`src/rtl/core/bsd130_pkg.sv`:
```
package bsd130_pkg;

    localparam int LfsrWidth    = 23;
    localparam int PayloadBytes = 16;
    localparam int PayloadBits  = PayloadBytes * 8;
    localparam int HalfBits     = PayloadBits / 2;

    localparam logic [LfsrWidth-1:0] LFSR_TAPS  = 23'h210125;
    localparam logic [7:0]           SKIP_FIRST = 8'hAA;
    localparam logic [7:0]           SKIP_END   = 8'hE1;

    localparam logic [1:0] SYNC_DATA = 2'd1;
    localparam logic [1:0] SYNC_OS   = 2'd2;

    typedef enum logic [1:0] {
        KIND_ERROR         = 2'd0,
        KIND_DATA_UNLOCKED = 2'd1,
        KIND_DATA          = 2'd2,
        KIND_ORDERED_SET   = 2'd3
    } block_kind_t;

    typedef logic [LfsrWidth-1:0] lfsr_t;

    typedef struct packed {
        logic  is_skip;
        logic  found;
        lfsr_t load_value;
    } skip_info_t;

    typedef struct packed {
        logic [PayloadBits-1:0][LfsrWidth-1:0] key;
        logic [LfsrWidth-1:0][LfsrWidth-1:0]   adv;
    } lfsr_masks_t;

    // each state bit tracked as a mask over the starting state bits
    function automatic lfsr_masks_t lfsr_masks();
        logic [LfsrWidth-1:0][LfsrWidth-1:0] s;
        lfsr_t       b;
        lfsr_masks_t m;
        for (int i = 0; i < LfsrWidth; i++)
        begin
            s[i] = lfsr_t'(1) << i;
        end
        for (int k = 0; k < PayloadBits; k++)
        begin
            b = s[LfsrWidth-1];
            m.key[k] = b;
            for (int i = LfsrWidth - 1; i > 0; i--)
            begin
                s[i] = s[i-1];
            end
            s[0] = '0;
            for (int i = 0; i < LfsrWidth; i++)
            begin
                if (LFSR_TAPS[i])
                begin
                    s[i] = s[i] ^ b;
                end
            end
        end
        m.adv = s;
        return m;
    endfunction

endpackage

```
`src/rtl/core/bsd130_in_if.sv`:
```
interface bsd130_in_if;
    import bsd130_pkg::*;

    logic                  valid;
    logic                  ready;
    logic [1:0]            sync_header;
    logic [HalfBits-1:0]   payload_low;
    logic [HalfBits-1:0]   payload_high;

    modport source (
        output valid,
        output sync_header,
        output payload_low,
        output payload_high,
        input  ready
    );

    modport sink (
        input  valid,
        input  sync_header,
        input  payload_low,
        input  payload_high,
        output ready
    );
endinterface

```
`src/rtl/core/bsd130_out_if.sv`:
```
interface bsd130_out_if;
    import bsd130_pkg::*;

    logic                  valid;
    logic                  ready;
    logic [1:0]            block_kind;
    logic                  is_skip_set;
    logic [HalfBits-1:0]   data_low;
    logic [HalfBits-1:0]   data_high;

    modport source (
        output valid,
        output block_kind,
        output is_skip_set,
        output data_low,
        output data_high,
        input  ready
    );

    modport sink (
        input  valid,
        input  block_kind,
        input  is_skip_set,
        input  data_low,
        input  data_high,
        output ready
    );
endinterface

```
`src/rtl/core/bsd130_lfsr.sv`:
```
module bsd130_lfsr (
    input  bsd130_pkg::lfsr_t                         state,
    output logic [bsd130_pkg::PayloadBits-1:0]        keystream,
    output bsd130_pkg::lfsr_t                         advanced
);
    import bsd130_pkg::*;

    localparam lfsr_masks_t Masks = lfsr_masks();

    always_comb
    begin
        for (int k = 0; k < PayloadBits; k++)
        begin
            keystream[k] = ^(state & Masks.key[k]);
        end
        for (int i = 0; i < LfsrWidth; i++)
        begin
            advanced[i] = ^(state & Masks.adv[i]);
        end
    end
endmodule

```
`src/rtl/core/bsd130_skip.sv`:
```
module bsd130_skip (
    input  logic [bsd130_pkg::PayloadBits-1:0] payload,
    output bsd130_pkg::skip_info_t             info
);
    import bsd130_pkg::*;

    // three zero bytes past the end for a marker near the tail
    logic [PayloadBytes+2:0][7:0] bytes;

    always_comb
    begin
        bytes = '0;
        for (int j = 0; j < PayloadBytes; j++)
        begin
            bytes[j] = payload[8*j +: 8];
        end
        info.is_skip    = (bytes[0] == SKIP_FIRST);
        info.found      = 1'b0;
        info.load_value = '0;
        // descending so the first marker wins
        for (int j = PayloadBytes - 1; j > 0; j--)
        begin
            if (bytes[j] == SKIP_END)
            begin
                info.found      = 1'b1;
                info.load_value = lfsr_t'({bytes[j+1], bytes[j+2], bytes[j+3]});
            end
        end
    end
endmodule

```
`src/rtl/core/block_sync_descrambler_130b_core.sv`:
```
// pipeline: an input beat passes through the input register, then the result register
// throughput: one block per cycle while the result side is not stalled; the descrambler state closes its loop
// through the 128-bit keystream network and the skip set marker search
// reset: asynchronous active low; descrambler state cleared to zero and unlocked,
// both pipeline registers emptied
module block_sync_descrambler_130b_core (
    input  logic          clk,
    input  logic          rst_n,
    bsd130_in_if.sink     blk_in,
    bsd130_out_if.source  blk_out
);
    import bsd130_pkg::*;

    logic                   in_valid_reg;
    logic                   in_valid_next;
    logic [1:0]             hdr_reg;
    logic [PayloadBits-1:0] payload_reg;

    logic                   out_valid_reg;
    logic                   out_valid_next;
    block_kind_t            kind_reg;
    block_kind_t            kind_next;
    logic                   skip_reg;
    logic                   skip_next;
    logic [PayloadBits-1:0] data_reg;
    logic [PayloadBits-1:0] data_next;

    lfsr_t                  state_reg;
    lfsr_t                  state_next;
    logic                   locked_reg;
    logic                   locked_next;

    logic                   accept;
    logic                   fire;
    logic                   is_os;
    logic [PayloadBits-1:0] keystream;
    lfsr_t                  advanced;
    skip_info_t             skip_info;

    bsd130_lfsr u_lfsr (
        .state     (state_reg),
        .keystream (keystream),
        .advanced  (advanced)
    );

    bsd130_skip u_skip (
        .payload (payload_reg),
        .info    (skip_info)
    );

    assign fire         = in_valid_reg && (!out_valid_reg || blk_out.ready);
    assign blk_in.ready = !in_valid_reg || fire;
    assign accept       = blk_in.valid && blk_in.ready;
    assign is_os        = (hdr_reg == SYNC_OS);

    always_comb
    begin
        priority if (hdr_reg == SYNC_DATA)
        begin
            kind_next = locked_reg ? KIND_DATA : KIND_DATA_UNLOCKED;
        end
        else if (is_os)
        begin
            kind_next = KIND_ORDERED_SET;
        end
        else
        begin
            kind_next = KIND_ERROR;
        end

        skip_next   = is_os && skip_info.is_skip;
        data_next   = is_os ? payload_reg : (payload_reg ^ keystream);
        state_next  = state_reg;
        locked_next = locked_reg;
        if (fire)
        begin
            if (skip_next)
            begin
                locked_next = 1'b1;
                if (skip_info.found)
                begin
                    state_next = skip_info.load_value;
                end
            end
            else
            begin
                state_next = advanced;
            end
        end

        in_valid_next = accept ? 1'b1 : (fire ? 1'b0 : in_valid_reg);
        out_valid_next = fire ? 1'b1 : (blk_out.ready ? 1'b0 : out_valid_reg);
    end

    always_ff @(posedge clk or negedge rst_n)
    begin
        if (!rst_n)
        begin
            in_valid_reg  <= 1'b0;
            out_valid_reg <= 1'b0;
            state_reg     <= '0;
            locked_reg    <= 1'b0;
        end
        else
        begin
            in_valid_reg  <= in_valid_next;
            out_valid_reg <= out_valid_next;
            state_reg     <= state_next;
            locked_reg    <= locked_next;
        end
    end

    always_ff @(posedge clk)
    begin
        if (accept)
        begin
            hdr_reg     <= blk_in.sync_header;
            payload_reg <= {blk_in.payload_high, blk_in.payload_low};
        end
        if (fire)
        begin
            kind_reg <= kind_next;
            skip_reg <= skip_next;
            data_reg <= data_next;
        end
    end

    assign blk_out.valid       = out_valid_reg;
    assign blk_out.block_kind  = kind_reg;
    assign blk_out.is_skip_set = skip_reg;
    assign blk_out.data_low    = data_reg[HalfBits-1:0];
    assign blk_out.data_high   = data_reg[PayloadBits-1:HalfBits];

`ifndef SYNTHESIS
    a_skip_is_os: assert property (@(posedge clk) disable iff (!rst_n)
        out_valid_reg && skip_reg |-> kind_reg == KIND_ORDERED_SET)
        else $error("skip set flagged on a block that is not an ordered set");

    a_skip_locks: assert property (@(posedge clk) disable iff (!rst_n)
        out_valid_reg && skip_reg |-> locked_reg)
        else $error("skip set delivered while descrambler unlocked");

    a_lock_sticky: assert property (@(posedge clk) disable iff (!rst_n)
        !$fell(locked_reg))
        else $error("descrambler lock dropped without reset");

    a_held_block: assert property (@(posedge clk) disable iff (!rst_n)
        in_valid_reg && !fire |=> in_valid_reg && $stable(payload_reg))
        else $error("waiting input block lost or overwritten");

    a_unlocked_kind: assert property (@(posedge clk) disable iff (!rst_n)
        out_valid_reg && locked_reg && $past(locked_reg) && $past(out_valid_reg)
        && !$past(fire) |-> kind_reg != KIND_DATA_UNLOCKED)
        else $error("unlocked data kind reported after lock");
`endif
endmodule

```
`src/flat_wrapper.sv`:
```
// flat-port wrapper written by rule: the top's interface ports become plain ports
module block_sync_descrambler_130b_core_flat import bsd130_pkg::*;
  (clk, rst_n, blk_in_valid, blk_in_sync_header, blk_in_payload_low, blk_in_payload_high, blk_in_ready, blk_out_valid, blk_out_block_kind, blk_out_is_skip_set, blk_out_data_low, blk_out_data_high, blk_out_ready);
  bsd130_in_if blk_in_i ();
  bsd130_out_if blk_out_i ();
  input  logic clk;
  input  logic rst_n;
  input wire logic [$bits(blk_in_i.valid)-1:0] blk_in_valid;
  input wire logic [$bits(blk_in_i.sync_header)-1:0] blk_in_sync_header;
  input wire logic [$bits(blk_in_i.payload_low)-1:0] blk_in_payload_low;
  input wire logic [$bits(blk_in_i.payload_high)-1:0] blk_in_payload_high;
  output wire logic [$bits(blk_in_i.ready)-1:0] blk_in_ready;
  output wire logic [$bits(blk_out_i.valid)-1:0] blk_out_valid;
  output wire logic [$bits(blk_out_i.block_kind)-1:0] blk_out_block_kind;
  output wire logic [$bits(blk_out_i.is_skip_set)-1:0] blk_out_is_skip_set;
  output wire logic [$bits(blk_out_i.data_low)-1:0] blk_out_data_low;
  output wire logic [$bits(blk_out_i.data_high)-1:0] blk_out_data_high;
  input wire logic [$bits(blk_out_i.ready)-1:0] blk_out_ready;
  assign blk_in_i.valid = blk_in_valid;
  assign blk_in_i.sync_header = blk_in_sync_header;
  assign blk_in_i.payload_low = blk_in_payload_low;
  assign blk_in_i.payload_high = blk_in_payload_high;
  assign blk_in_ready = blk_in_i.ready;
  assign blk_out_valid = blk_out_i.valid;
  assign blk_out_block_kind = blk_out_i.block_kind;
  assign blk_out_is_skip_set = blk_out_i.is_skip_set;
  assign blk_out_data_low = blk_out_i.data_low;
  assign blk_out_data_high = blk_out_i.data_high;
  assign blk_out_i.ready = blk_out_ready;
  block_sync_descrambler_130b_core u_core (.clk(clk), .rst_n(rst_n), .blk_in(blk_in_i), .blk_out(blk_out_i));
endmodule
```
`config.mk`:
```
export PLATFORM = sky130hd
export DESIGN_NAME = block_sync_descrambler_130b_core_flat
export DESIGN_NICKNAME = d
export VERILOG_FILES = /design/src/rtl/core/bsd130_pkg.sv /design/src/rtl/core/bsd130_in_if.sv /design/src/rtl/core/bsd130_out_if.sv /design/src/rtl/core/bsd130_lfsr.sv /design/src/rtl/core/bsd130_skip.sv /design/src/rtl/core/block_sync_descrambler_130b_core.sv /design/src/flat_wrapper.sv
export SDC_FILE = /design/constraint.sdc
export NUM_CORES = 1
export LEC_CHECK = 0
export ABC_AREA = 1
export BUFFER_PORTS_ARGS = -buffer_cell sky130_fd_sc_hd__buf_4
export CELL_PAD_IN_SITES_DETAIL_PLACEMENT = 0
export CELL_PAD_IN_SITES_GLOBAL_PLACEMENT = 1
export CORE_ASPECT_RATIO = 1.25
export CORE_MARGIN = 2
export CORE_UTILIZATION = 45
export DETAILED_ROUTE_END_ITERATION = 10
export PLACE_DENSITY_LB_ADDON = 0.1
export SYNTH_ARGS = -nofsm -noshare
export SYNTH_HDL_FRONTEND = slang
export SYNTH_SLANG_ARGS = --single-unit
```
`constraint.sdc`:
```
create_clock -name clk -period 5 [get_ports clk]
set_clock_uncertainty 0.1 [all_clocks]
set_input_delay 0.75 -clock clk [delete_from_list [all_inputs] [get_ports clk]]
set_output_delay 0.75 -clock clk [all_outputs]
set_load 0.02 [all_outputs]
```
==> results by group, run 1 <==
Critical path
  • WP data required: about 5.4 ns
  • Arr. time, crit path: around 4.5 ns
  • Minimum setup slack among reg-to-reg paths: between 0.9 and 1 ns
  • Startpoint Class: flop
  • Critical path class: flop to flop
  • Critical Path Sink Type: flop
  • Crit path max fanout: 26

Floorplan
  • Die ar.: roughly 50,000 sq um
  • Core outline area: 47,000 sq um
  • Die height: around 250 um
  • I/O pin cnt: approximately 270
  • Die W: 199 um
  • Initial Utilization: 0.453
  • Std cell rows: 89

Drt
  • DR vias: ~18,000
  • Drt via density: 5.32
  • DRT Pass-1 Iters: 6
  • WL/cell: 26.6 um
  • DR iter-0 viols: roughly 1,700
  • Routed Antenna Nets: 0
  • DRT Wirelength: roughly 90 mm
  • DRC: 0

Yosys
  • Register bit total from synthesis: approximately 290
  • Largest family of logic cells by synthesized area: XOR/XNOR gates
  • Mux contribution to synthesized area: 0
  • Synth warnings: 0
  • Syn nets: 2,606
  • Area share of the largest cell type after synthesis: 0.368
  • Main flop type after synthesis: edfxtp_1
  • Post-Syn Instances: about 2,500
  • Synth area leader: edfxtp_1
  • Most frequent cells after synthesis: 493 x nand2_1, 379 x xor2_1, 319 x inv_1
  • Synth top area cells: edfxtp_1 37%, xor2_1 16%, nand2_1 8.7%
  • Post-synthesis adder-cell area fraction: 0
  • Post-synthesis area per instance: between 8 and 9 sq um
  • Most common cell in the netlist: nand2_1
  • Asr flop ratio synth: 0.0906
  • Simple-gate share of the synthesized area: 0.165
  • Cell area after synthesis: roughly 21,000 sq um
  • Distinct cells, synth: 45
  • XOR/XNOR share of the synthesized area: 0.257
  • Sequential area share after synthesis: 0.399
  • EDFF count, synth: 261
  • Compound-Gate Fraction of Synth Area: 0.0919

STA
  • Final min period: ~4.1 ns
  • Setup total negative slack: 0 ns
  • Setup violators final: 0
  • Slew at the pin closest to its max-slew limit: 1.21 ns
  • Max_slew headroom: 0.193
  • Final period utilization: 0.817
  • Fmax: between 200 and 250 MHz
  • RSZ-0062 raised after global routing: false
  • Fin. Hold Viols: 0
  • Slew Viols, Final: 0

Global routing
  • Initial antenna violation count: 0
  • First-pass GRT wire length: 125 mm
  • Total grt overflow: 0
  • Number of global-route vias before repair: roughly 17,000
  • GR Util All Layers: 0.362
  • Pin count of the biggest net entering global routing: about 130

Clock network
  • Setup bufs post-CTS: 0
  • Worst skew pair latency: between 0.6 and 0.7 ns
  • Hold_buf cts: 1
  • H-tree levels: 1
  • Clk buf depth: 3
  • Post-CTS Resized: 0
  • Clk sinks: about 290
  • CTS Root Cell: clkbuf_16
  • Num CTS Buffers: 31
  • CTS tree: built
  • CTS clk-pin slew, worst paths: 0.07 ns

Final layout
  • Finished Layout Cells: between 3,000 and 4,000
  • N_diodes: 0
  • Layout fillers: ~4,500
  • Layout cells sized above 1: 0.180
  • Synthesis-to-finish area growth: 16.9%
  • # nets final: about 2,800

Place
  • PortBufs: around 270
  • RePlAce Congestion: 1.05
  • Cells after DPL: between 3,000 and 4,000
  • Final HPWL DP: between 70 and 80 mm

Flow run
  • Max cap viols: 0

Min path
  • HP Class: input pin to flop

Run status
  • Status: completed
==> worst max-delay path: stages (launching register included) <==
cell      delay, ns
edfxtp_1       0.57
nor4_1         0.52
nand2_1        0.64
nand2_1        0.62
inv_1          0.16
nand4_1        0.16
o21ai_2        0.15
buf_4          0.33
a21oi_1        0.54
a21oi_1        0.14
==> logic make-up after synthesis <==
group                     after synthesis
AOI/OAI and AO/OA                     386
buffers and inverters                 444
xor gates and xnor gates              558
DFF                                   287
and+or+nand+nor                       797
==> per-layer routing <==
| layer | vias to the layer above | global-route usage | wire length [um] |
|---|---|---|---|
| met5 | - | 0 | 0 |
| met4 | 0 | 0.251 | 7210 |
| met3 | 274 | 0.0442 | 5540 |
| met2 | 870 | 0.598 | 42300 |
| met1 | 8523 | 0.440 | 34600 |
| li1 | 8298 | - | - |
==> final timing paths <==
| kind | from | endpoint | cells after the start |
|---|---|---|---|
| min reg2reg | u_core.locked_reg$_DFFE_PN0P_ | u_core.locked_reg$_DFFE_PN0P_ | 2 |
| min | blk_in_payload_high[31] | u_core.payload_reg[95]$_DFFE_PP_ | 1 |
| min in group asynchronous | rst_n | u_core.state_reg[12]$_DFFE_PN0P_ | 2 |
| max in group asynchronous | rst_n | u_core.state_reg[18]$_DFFE_PN0P_ | 2 |
| max | u_core.payload_reg[60]$_DFFE_PP_ | u_core.state_reg[1]$_DFFE_PN0P_ | 9 |
| max reg2reg | u_core.payload_reg[60]$_DFFE_PP_ | u_core.state_reg[1]$_DFFE_PN0P_ | 9 |
==> layout by cell type (no fill, tap or decap), types with 11 or more instances in the layout <==
cell type,count
a21oi_1,134
buf_4,295
clkbuf_16,31
dfrtp_1,26
edfxtp_1,261
inv_1,317
inv_2,24
nand2_1,493
nand2_2,21
nand2_4,11
nand3_1,78
nor2_1,102
nor3_1,12
nor4_1,15
o21ai_0,221
o21ai_1,21
or2_1,12
or2_2,20
xnor2_1,128
xor2_1,379
xor2_2,25
xor2_4,18
==> cell type report <==
type	count	area, sq um	share of cell area
Tap cell	637	797	0.0320
Clock buffer	35	791	0.0318
Inverter	355	1360	0.0547
Clock inverter	21	209	0.00839
Timing Repair Buffer	299	2280	0.0918
Multi-Input combinational cell	1741	11000	0.440
Sequential cell	287	8490	0.341
==> stage by stage <==
step	hold slack [ns]	instance area, sq um	setup slack (ns)	util
floorplan	0.354	21300	0.331	-
global placement	0.391	23900	1.03	0.508
detailed placement	0.387	23900	1.11	0.508
CTS	0.191	24900	1.11	0.530
global route	0.200	24900	0.848	0.530
finish	0.209	24900	0.915	0.530
Power of run 1 is not shown: default switching activity piles up to over one toggle a cycle in this logic, so the estimate is an artifact.
==> run 2, diff against run 1 <==
--- a/config.mk
+++ b/config.mk
@@ -5,13 +5,13 @@
 export SDC_FILE = /design/constraint.sdc
 export NUM_CORES = 1
 export LEC_CHECK = 0
-export ABC_AREA = 1
+export ABC_AREA = 0
 export BUFFER_PORTS_ARGS = -buffer_cell sky130_fd_sc_hd__buf_4
 export CELL_PAD_IN_SITES_DETAIL_PLACEMENT = 0
 export CELL_PAD_IN_SITES_GLOBAL_PLACEMENT = 1
 export CORE_ASPECT_RATIO = 1.25
 export CORE_MARGIN = 2
-export CORE_UTILIZATION = 45
+export CORE_UTILIZATION = 47
 export DETAILED_ROUTE_END_ITERATION = 10
 export PLACE_DENSITY_LB_ADDON = 0.1
 export SYNTH_ARGS = -nofsm -noshare
==> constraint.sdc (replaced) <==
create_clock -name clk -period 4 [get_ports clk]
set_clock_uncertainty 0.1 [all_clocks]
set_input_delay 0.6 -clock clk [delete_from_list [all_inputs] [get_ports clk]]
set_output_delay 0.6 -clock clk [all_outputs]
set_load 0.02 [all_outputs]
==> run 2 against run 1 <==
Effect of this change:
- synthesized cell count shrank 29%
- highest routed layer unchanged
- via count decreased by 7.3%
- fmax grew 4.1%
- final cell count down 20%
- core utilization up 5.8 points
- synthesized area shrank 7.5%
- critical path depth shrank 2
- worst setup slack worse by 0.84 ns
- die area down 11%
- first-iteration DRC count grew 41%
- count of clock-buffer cells in the layout is 4 lower
- wire length grew 0.69%
==> results by group, run 2 <==
Yosys
  • Distinct cells, synth: 86
  • Post-synthesis area per instance: approximately 11 sq um
  • Main flop type after synthesis: edfxtp_1
  • Cell area after synthesis: 19,700 sq um
  • Sequential area share after synthesis: 0.431
  • Most common cell in the netlist: xnor2_1
  • Most frequent cells after synthesis: 501 x xnor2_1, 261 x edfxtp_1, 167 x nand2_1
  • Register bit total from synthesis: approximately 290
  • Synth warnings: 0
  • Syn nets: 1,897
  • Asr flop ratio synth: 0.0906
  • Area share of the largest cell type after synthesis: 0.398
  • Post-Syn Instances: about 1,800
  • Synth top area cells: edfxtp_1 40%, xnor2_1 22%, xor2_1 7.2%
  • EDFF count, synth: roughly 260
  • Synth area leader: edfxtp_1

STA
  • Setup total negative slack: 0 ns
  • Slew at the pin closest to its max-slew limit: roughly 1.1 ns
  • RSZ-0062 raised after global routing: false
  • Max_slew headroom: 0.236
  • Final min period: just under 4 ns
  • Fmax: 255 MHz
  • Slew Viols, Final: 0
  • Final period utilization: 0.981
  • Setup violators final: 0
  • Fin. Hold Viols: 0

Drt
  • DR vias: 16,600
  • DR iter-0 viols: approximately 2,400
  • DRT Wirelength: between 90 and 100 mm
  • DRC: 0
  • DRT Pass-1 Iters: 8
  • WL/cell: around 33 um
  • Drt via density: 6.18
  • Routed Antenna Nets: 0

Clock network
  • Clk sinks: between 200 and 300
  • Worst skew pair latency: 0.59 ns
  • CTS tree: built
  • H-tree levels: 1
  • CTS clk-pin slew, worst paths: about 0.070 ns
  • CTS Root Cell: clkbuf_16
  • Num CTS Buffers: 30
  • Clk buf depth: 3

Final layout
  • Layout fillers: between 3,000 and 4,000
  • Commonest non-fill, non-tap cells in the layout: 500 x xnor2_1, 420 x buf_4, 261 x edfxtp_1
  • # nets final: 2,252
  • Multi-input logic area: about 11,000 sq um
  • Core Util, Final: 0.587
  • Register area: around 8500 sq um
  • Layout cells sized above 1: 0.255
  • Synthesis-to-finish area growth: 22.9%
  • Most common cell after layout, fill and taps aside: xnor2_1

Floorplan
  • I/O pin cnt: around 270
  • Die W: 187 um
  • Core outline area: 41,200 sq um
  • Die height: 233 um
  • Die ar.: 43,600 sq um
  • Std cell rows: between 80 and 90
  • Initial Utilization: 0.478

Critical path
  • Reg-to-reg endpoint: u_core.data_reg[82]$_DFFE_PP_
  • Minimum setup slack among reg-to-reg paths: just under 0.08 ns
  • CP startpoint: u_core.state_reg[15]$_DFFE_PN0P_
  • RR Startpoint: u_core.state_reg[15]$_DFFE_PN0P_
  • Critical Path Sink Type: flop
  • Startpoint Class: flop
  • Critical path class: flop to flop
  • Crit path max fanout: 7
  • Arr. time, crit path: between 4 and 5 ns
  • Reg2Reg Depth: 7
  • WP data required: 4.21 ns

Min path
  • Hold Crit Endpoint: u_core.payload_reg[4]$_DFFE_PP_
  • Min-delay src: blk_in_payload_low[4]
  • Hold depth: 1
  • HP Class: input pin to flop

Place
  • PortBufs: 266
  • RePlAce Congestion: roughly 1.1
  • Final HPWL DP: 69.6 mm

Global routing
  • GR Util All Layers: 0.411
  • First-pass GRT wire length: 125 mm
  • Number of global-route vias before repair: between 15,000 and 20,000
  • Total grt overflow: 0
  • Initial antenna violation count: 2
  • Pin count of the biggest net entering global routing: 70

Run status
  • Status: completed

Flow run
  • Max cap viols: 0
-- run 2: changes by cell type in the layout (fill, tap and decap cells not counted), moves of 36 or more --
cell	change
xnor2_1	+372
inv_1	-315
xor2_1	-216
a221oi_1	+36
o21ai_0	-169
buf_4	+125
a21oi_1	-83
nand2_1	-326
nand3_1	-67
-- run 2: final cells by class --
class / instances / area share
clock inverter: 24 / 0.0113
tap: 552 / 0.0285
inverter: 3 / 0.000465
timing repair buffer: 425 / 0.134
multi-input combinational: 1371 / 0.443
antenna: 2 / 0.000207
clock buffer: 31 / 0.0320
sequential: 287 / 0.351
-- run 2: per-stage QoR --
stage               area [sq um]  cells  hold slack (ns)  setup WS [ns]
global placement           23100   2637            0.341          0.270
CTS                        24200   2693           0.0661          0.196
global route               24200   2693           0.0680         0.0919
floorplan                  19700   1763            0.204          0.290
detailed placement         23100   2637            0.351          0.224
finish                     24200   2695           0.0839         0.0771
-- run 2: how the worst max path moves through the flow --
stage | end | cells past startpoint
after detailed placement | u_core.state_reg[18]$_DFFE_PN0P_ | 9
after global routing | u_core.state_reg[18]$_DFFE_PN0P_ | 9
after global placement | u_core.data_reg[82]$_DFFE_PP_ | 8
final | u_core.data_reg[82]$_DFFE_PP_ | 7
after CTS | u_core.state_reg[18]$_DFFE_PN0P_ | 9
after floorplan | u_core.state_reg[12]$_DFFE_PN0P_ | 6
-- run 2: metal layers --
metal	global-route usage	share of wire
met1	0.491	0.36
met2	0.671	0.46
met3	0.0715	0.091
met4	0.298	0.088
met5	0	0
-- run 2: what timing repair did --
| item | in CTS | in global routing |
|---|---|---|
| resized for setup | 0 | 1 |
| buffers inserted | 0 | 0 |
| hold buffers | 1 | 0 |
| setup endpoints to repair | 0 | 1 |
| endpoints found under the hold margin | 26 | 0 |
-- run 2: cell families after synthesis --
family	Yosys count	share of synthesized area
buffers and inverters	105	0.0259
muxes	3	0.00152
AOI/OAI and AO/OA	311	0.115
xor gates and xnor gates	702	0.338
and+or+nand+nor	355	0.0885
DFF	287	0.431
-- run 2: critical path, stage by stage, from the launching register on --
cell	delay [ns]
dfrtp_1	0.72
xnor2_4	0.62
xor2_2	0.40
xor2_1	0.39
xnor2_1	0.22
xnor2_1	0.35
nand2_1	0.29
xnor2_1	0.54
Power of run 2 is left out for the same reason.
